$ cat src/hdl/hcic_pkg.sv
// ----------------------------------------------------------------------------
// hcic_pkg: shared definitions for the Hilbert curve index codec
// Operation codes, configuration defaults and the per-cell control struct.
// ----------------------------------------------------------------------------
package hcic_pkg;

  // configuration register width and reset value
  localparam int unsigned ORDER_W       = 6;
  localparam logic [5:0]  ORDER_RESET   = 6'd16;

  // default and largest supported curve order (bits per coordinate)
  localparam int unsigned MAX_ORDER_DEF = 32;

  // fixed port widths
  localparam int unsigned COORD_W       = 32;
  localparam int unsigned INDEX_W       = 64;

  // operation codes
  localparam logic OP_ENCODE = 1'b0;
  localparam logic OP_DECODE = 1'b1;

  // control bits that travel with each request down the chain
  typedef struct packed {
    logic valid;  // request present in this cell
    logic op;     // OP_ENCODE or OP_DECODE
    logic ok;     // coordinates were inside the grid
  } hcic_ctl_t;

endpackage

$ cat src/hdl/hcic_cell.sv
// ----------------------------------------------------------------------------
// hcic_cell: one level of the Hilbert codec chain
// Encode handles coordinate bit MAX_ORDER-1-POS, decode handles bit POS.
// Levels at or above the active order pass the request through unchanged.
// ----------------------------------------------------------------------------
module hcic_cell #(
  parameter int unsigned MAX_ORDER = hcic_pkg::MAX_ORDER_DEF,
  parameter int unsigned POS       = 0
) (
  input  logic                       clk,
  input  logic                       rst_n,
  input  logic [hcic_pkg::ORDER_W-1:0] order,
  input  hcic_pkg::hcic_ctl_t        ctl_i,
  input  logic [MAX_ORDER-1:0]       x_i,
  input  logic [MAX_ORDER-1:0]       y_i,
  input  logic [2*MAX_ORDER-1:0]     idx_i,
  output hcic_pkg::hcic_ctl_t        ctl_o,
  output logic [MAX_ORDER-1:0]       x_o,
  output logic [MAX_ORDER-1:0]       y_o,
  output logic [2*MAX_ORDER-1:0]     idx_o
);

  // level handled in each direction
  localparam int unsigned LE = MAX_ORDER - 1 - POS;
  localparam int unsigned LD = POS;

  // masks of the bits below each level
  localparam logic [MAX_ORDER-1:0] MASK_E = {MAX_ORDER{1'b1}} >> (MAX_ORDER - LE);
  localparam logic [MAX_ORDER-1:0] MASK_D = {MAX_ORDER{1'b1}} >> (MAX_ORDER - LD);

  localparam logic [hcic_pkg::ORDER_W:0] LE_V = (hcic_pkg::ORDER_W+1)'(LE);
  localparam logic [hcic_pkg::ORDER_W:0] LD_V = (hcic_pkg::ORDER_W+1)'(LD);

  hcic_pkg::hcic_ctl_t    ctl_r;
  logic [MAX_ORDER-1:0]   x_r, y_r, x_nxt, y_nxt;
  logic [2*MAX_ORDER-1:0] idx_r, idx_nxt;
  logic                   rx, ry;
  logic [MAX_ORDER-1:0]   xt, yt;

  // level step: digit emit (encode) or bit insert (decode) with rotation
  always_comb begin
    x_nxt   = x_i;
    y_nxt   = y_i;
    idx_nxt = idx_i;
    rx      = 1'b0;
    ry      = 1'b0;
    xt      = x_i;
    yt      = y_i;
    if (ctl_i.op == hcic_pkg::OP_ENCODE) begin
      if (LE_V < {1'b0, order}) begin
        rx = x_i[LE];
        ry = y_i[LE];
        idx_nxt[2*LE+1] = ry;
        idx_nxt[2*LE]   = rx ^ ry;
        if (!rx) begin
          if (ry) begin
            xt = ~x_i & MASK_E;
            yt = ~y_i & MASK_E;
          end
          x_nxt = yt;
          y_nxt = xt;
        end
      end
    end else begin
      if (LD_V < {1'b0, order}) begin
        ry = idx_i[2*LD+1];
        rx = idx_i[2*LD] ^ ry;
        if (!rx) begin
          if (ry) begin
            xt = ~x_i & MASK_D;
            yt = ~y_i & MASK_D;
          end
          x_nxt = yt;
          y_nxt = xt;
        end
        // partial coordinates stay below this level, so adding is a bit set
        x_nxt[LD] = rx;
        y_nxt[LD] = ry;
      end
    end
  end

  // control register
  always_ff @(posedge clk) begin
    if (!rst_n) begin
      ctl_r <= '0;
    end else begin
      ctl_r <= ctl_i;
    end
  end

  // payload registers
  always_ff @(posedge clk) begin
    x_r   <= x_nxt;
    y_r   <= y_nxt;
    idx_r <= idx_nxt;
  end

  assign ctl_o = ctl_r;
  assign x_o   = x_r;
  assign y_o   = y_r;
  assign idx_o = idx_r;

endmodule

$ cat config.mk
export PLATFORM = sky130hd
export DESIGN_NAME = hcic_cell
export DESIGN_NICKNAME = d
export VERILOG_FILES = /design/src/hdl/hcic_pkg.sv /design/src/hdl/hcic_cell.sv
export SDC_FILE = /design/constraint.sdc
export NUM_CORES = 1
export LEC_CHECK = 0
export BUFFER_PORTS_ARGS = -buffer_cell sky130_fd_sc_hd__buf_2
export CAP_MARGIN = 5
export CORE_UTILIZATION = 44
export CTS_CLUSTER_SIZE = 25
export DETAILED_ROUTE_END_ITERATION = 16
export PLACE_DENSITY_LB_ADDON = 0.05
export SLEW_MARGIN = 20
export SYNTH_ARGS = -nofsm -noshare
export SYNTH_HDL_FRONTEND = slang
export SYNTH_SLANG_ARGS = --single-unit
$ cat constraint.sdc
create_clock -name clk -period 2.2 [get_ports clk]
set_input_delay 0.33 -clock clk [delete_from_list [all_inputs] [get_ports clk]]
set_output_delay 0.33 -clock clk [all_outputs]
set_load 0.1 [all_outputs]
==> metrics.cfg <==
[cts]
cts_tree=built
cts_buffers=17
cts-root-buf=clkbuf_8
cts_sinks=131
cts_setup_buffers=0
h-tree-depth=4
clk_pin_slew_worst_paths_ns=0.06
clockBufferDepth=2

[global_routing]
grt_pass1_vias=4916
grt_overflow=0
grt_usage=0.272
grt_pass1_wl_um=24400
antenna_found_initial=1
grt_max_degree=65

[die]
io_pins=270
placement_rows=38
die-area_mm2=0.0117
initial_core_util=0.454
die_w_um=108
dieHeight_um=108
core_mm2=0.0109

[sta]
slew_viol_final=0
hold_violations=0
rsz0062_at_grt=false
fin_crit_ns=1.64
timing.fmax_ghz=0.612
final.setup.tns_ns=0
post-route-period-util=0.743
worstMarginPinSlew_ns=0.738
fin_ws_ns=0.565
setup_viol=0
relSlewSlack=0.507

[power]
vdd_drop_max_v=0.000840
p_leak_nw=3.45
power_density_mw_per_mm2=1040

[place]
port_buffers=269
place_ws_ns=0.204
dp_hpwl_um=9900
gp_congestion=0.786

[detailed_routing]
drt_pass1_iterations=4
vias_per_cell=5.14
drc=0
ant_nets=0
wl_per_cell_um=16.4
vias=4997
drt-initial-drc-count=244
wl_um=15900

[setup_path]
cp_data_arrival_time_ns=1.31
crit_path_max_fanout=1
crit_required_ns=1.87
worst_path_max_delay_cell=buf_2
cp-end-kind=primary output
critPathMaxStageDelay_ns=0.44
crit_chain=buf_2
startpoint_type=flop
crit_buf_inv=1
crit_type=flop to primary output
cpLargestDelayFamily=buffers and inverters

[logic_synthesis]
ys_ff_latch=131
synth_nets=635
yosysSeqAreaShare=0.530
yosysWarnings=0
synth_cell_type_count=38
syn_avg_cell_area_um2=9.99
postSynthCellCount=495
syn_area_mm2=0.00494

[final_layout]
utilization=0.702
layout-drive-gt1-share=0.401
register_area_mm2=0.00262
num-nets-final=959
syn_to_final_growth_pct=54.5
multi_input_area_mm2=0.00213
fill_cells=840

[run]
maxCapViolations=0

[min_path]
min-delay-start=rst_n
hold_class=input pin to flop
hold_end=ctl_o[0]
holdPathStages=2

[outcome]
status=completed

## report_power, final
group / total [mW] / leakage (nW) / internal [mW] / switching, mW
Combinational: 2.50 / 2.07 / 0.522 / 1.98
Clock: 2.78 / 0.282 / 1.72 / 1.06
Sequential: 2.64 / 1.10 / 2.58 / 0.0539
## cell type report
| class | instances | area share |
|---|---|---|
| Multi-Input combinational cell | 323 | 0.279 |
| Antenna cell | 1 | 0.000328 |
| Inverter | 2 | 0.000983 |
| Timing Repair Buffer | 344 | 0.278 |
| Clock inverter | 13 | 0.0210 |
| Sequential cell | 131 | 0.343 |
| Tap cell | 140 | 0.0229 |
| Clock buffer | 19 | 0.0552 |
## layout by cell type (no fill, tap or decap), types with 5 or more instances in the layout
master / synthesis / final
buf_2: 13 / 269
o21ai_0: 38 / 38
a221o_1: 30 / 30
a211oi_1: 29 / 29
dfxtp_1: 131 / 131
dlygate4sd3_1: 0 / 62
xnor2_1: 31 / 31
buf_4: 2 / 8
nor4_1: 25 / 25
nor3_1: 24 / 24
nand2_1: 36 / 36
nor2b_1: 6 / 5
clkbuf_16: 0 / 16
nor2_1: 60 / 60
## per-stage QoR
stage          std cells  hold WS [ns]  instance area (um^2)  power [mW]
6_report             973        0.0219                  7640        7.92
4_1_cts              972       0.00862                  7640        7.92
5_1_grt              973        0.0120                  7640        8.16
3_3_place_gp         877         0.432                  6420        5.06
2_1_floorplan        495         0.358                  4940        4.60
3_5_place_dp         878         0.434                  6430        5.08
## cells by family after synthesis
logic type / count (synthesis) / share of synthesized area
xor gates and xnor gates: 34 / 0.0640
DFF: 131 / 0.530
adders and majority gates: 1 / 0.00253
and+or+nand+nor: 170 / 0.171
AOI/OAI and AO/OA: 112 / 0.172
buffers and inverters: 41 / 0.0466
muxes: 6 / 0.0127
## state kept, by name, summed over array words and instances, names as in the netlist
| register | flops |
|---|---|
| idx_o | 64 |
| x_o | 32 |
| y_o | 32 |
| ctl_o | 3 |
## timing repair
| item | in CTS | in global routing |
|---|---|---|
| resized for setup | 0 | 0 |
| endpoints found under the hold margin | 62 | 0 |
| setup endpoints to repair | 0 | 0 |
| hold buffers | 62 | 0 |
## worst max-delay path by stage
stage / from / endpoint / slack, ns / cells after the start
finish: y_o[21] / y_o[21] / 0.56 / 1
detailed placement: order[2] / y_o[20] / 0.20 / 6
global route: idx_o[31] / idx_o[31] / 0.54 / 1
floorplan: order[2] / x_o[14] / 0.49 / 6
CTS: y_o[21] / y_o[21] / 0.56 / 1
global placement: ctl_i[1] / x_o[29] / 0.21 / 4
## per-layer routing
metal / global-route usage / routed length [um]
met3: 0.0814 / 1260
met4: 0.141 / 568
met1: 0.289 / 5920
met5: 0 / 0
met2: 0.485 / 8170
## synthesized netlist by cell type (all sizes together)
cell type	count	area (um^2)
inv	2	7.51
nor3b	1	7.51
nor2b	6	37.5
clkbuf	12	45.0
o21ai	39	206
mux2	2	22.5
a211oi	29	218
o211ai	3	36.3
a221o	30	300
or2	2	12.5
mux2i	4	40.0
a22oi	4	30.0
nor4	28	194
xor2	2	17.5
o22a	3	26.3
nor2	61	236
a21oi	2	10.0
o211a	1	10.0
nand2b	2	12.5
buf	27	178
xnor2	32	299
nor3	28	160
nor4bb	1	10.0
dfxtp	131	2620
a2111oi	1	15.0
and2	3	18.8
or4	2	22.5
ha	1	12.5
nand2	36	135
Power figures use the tool's default switching activity.
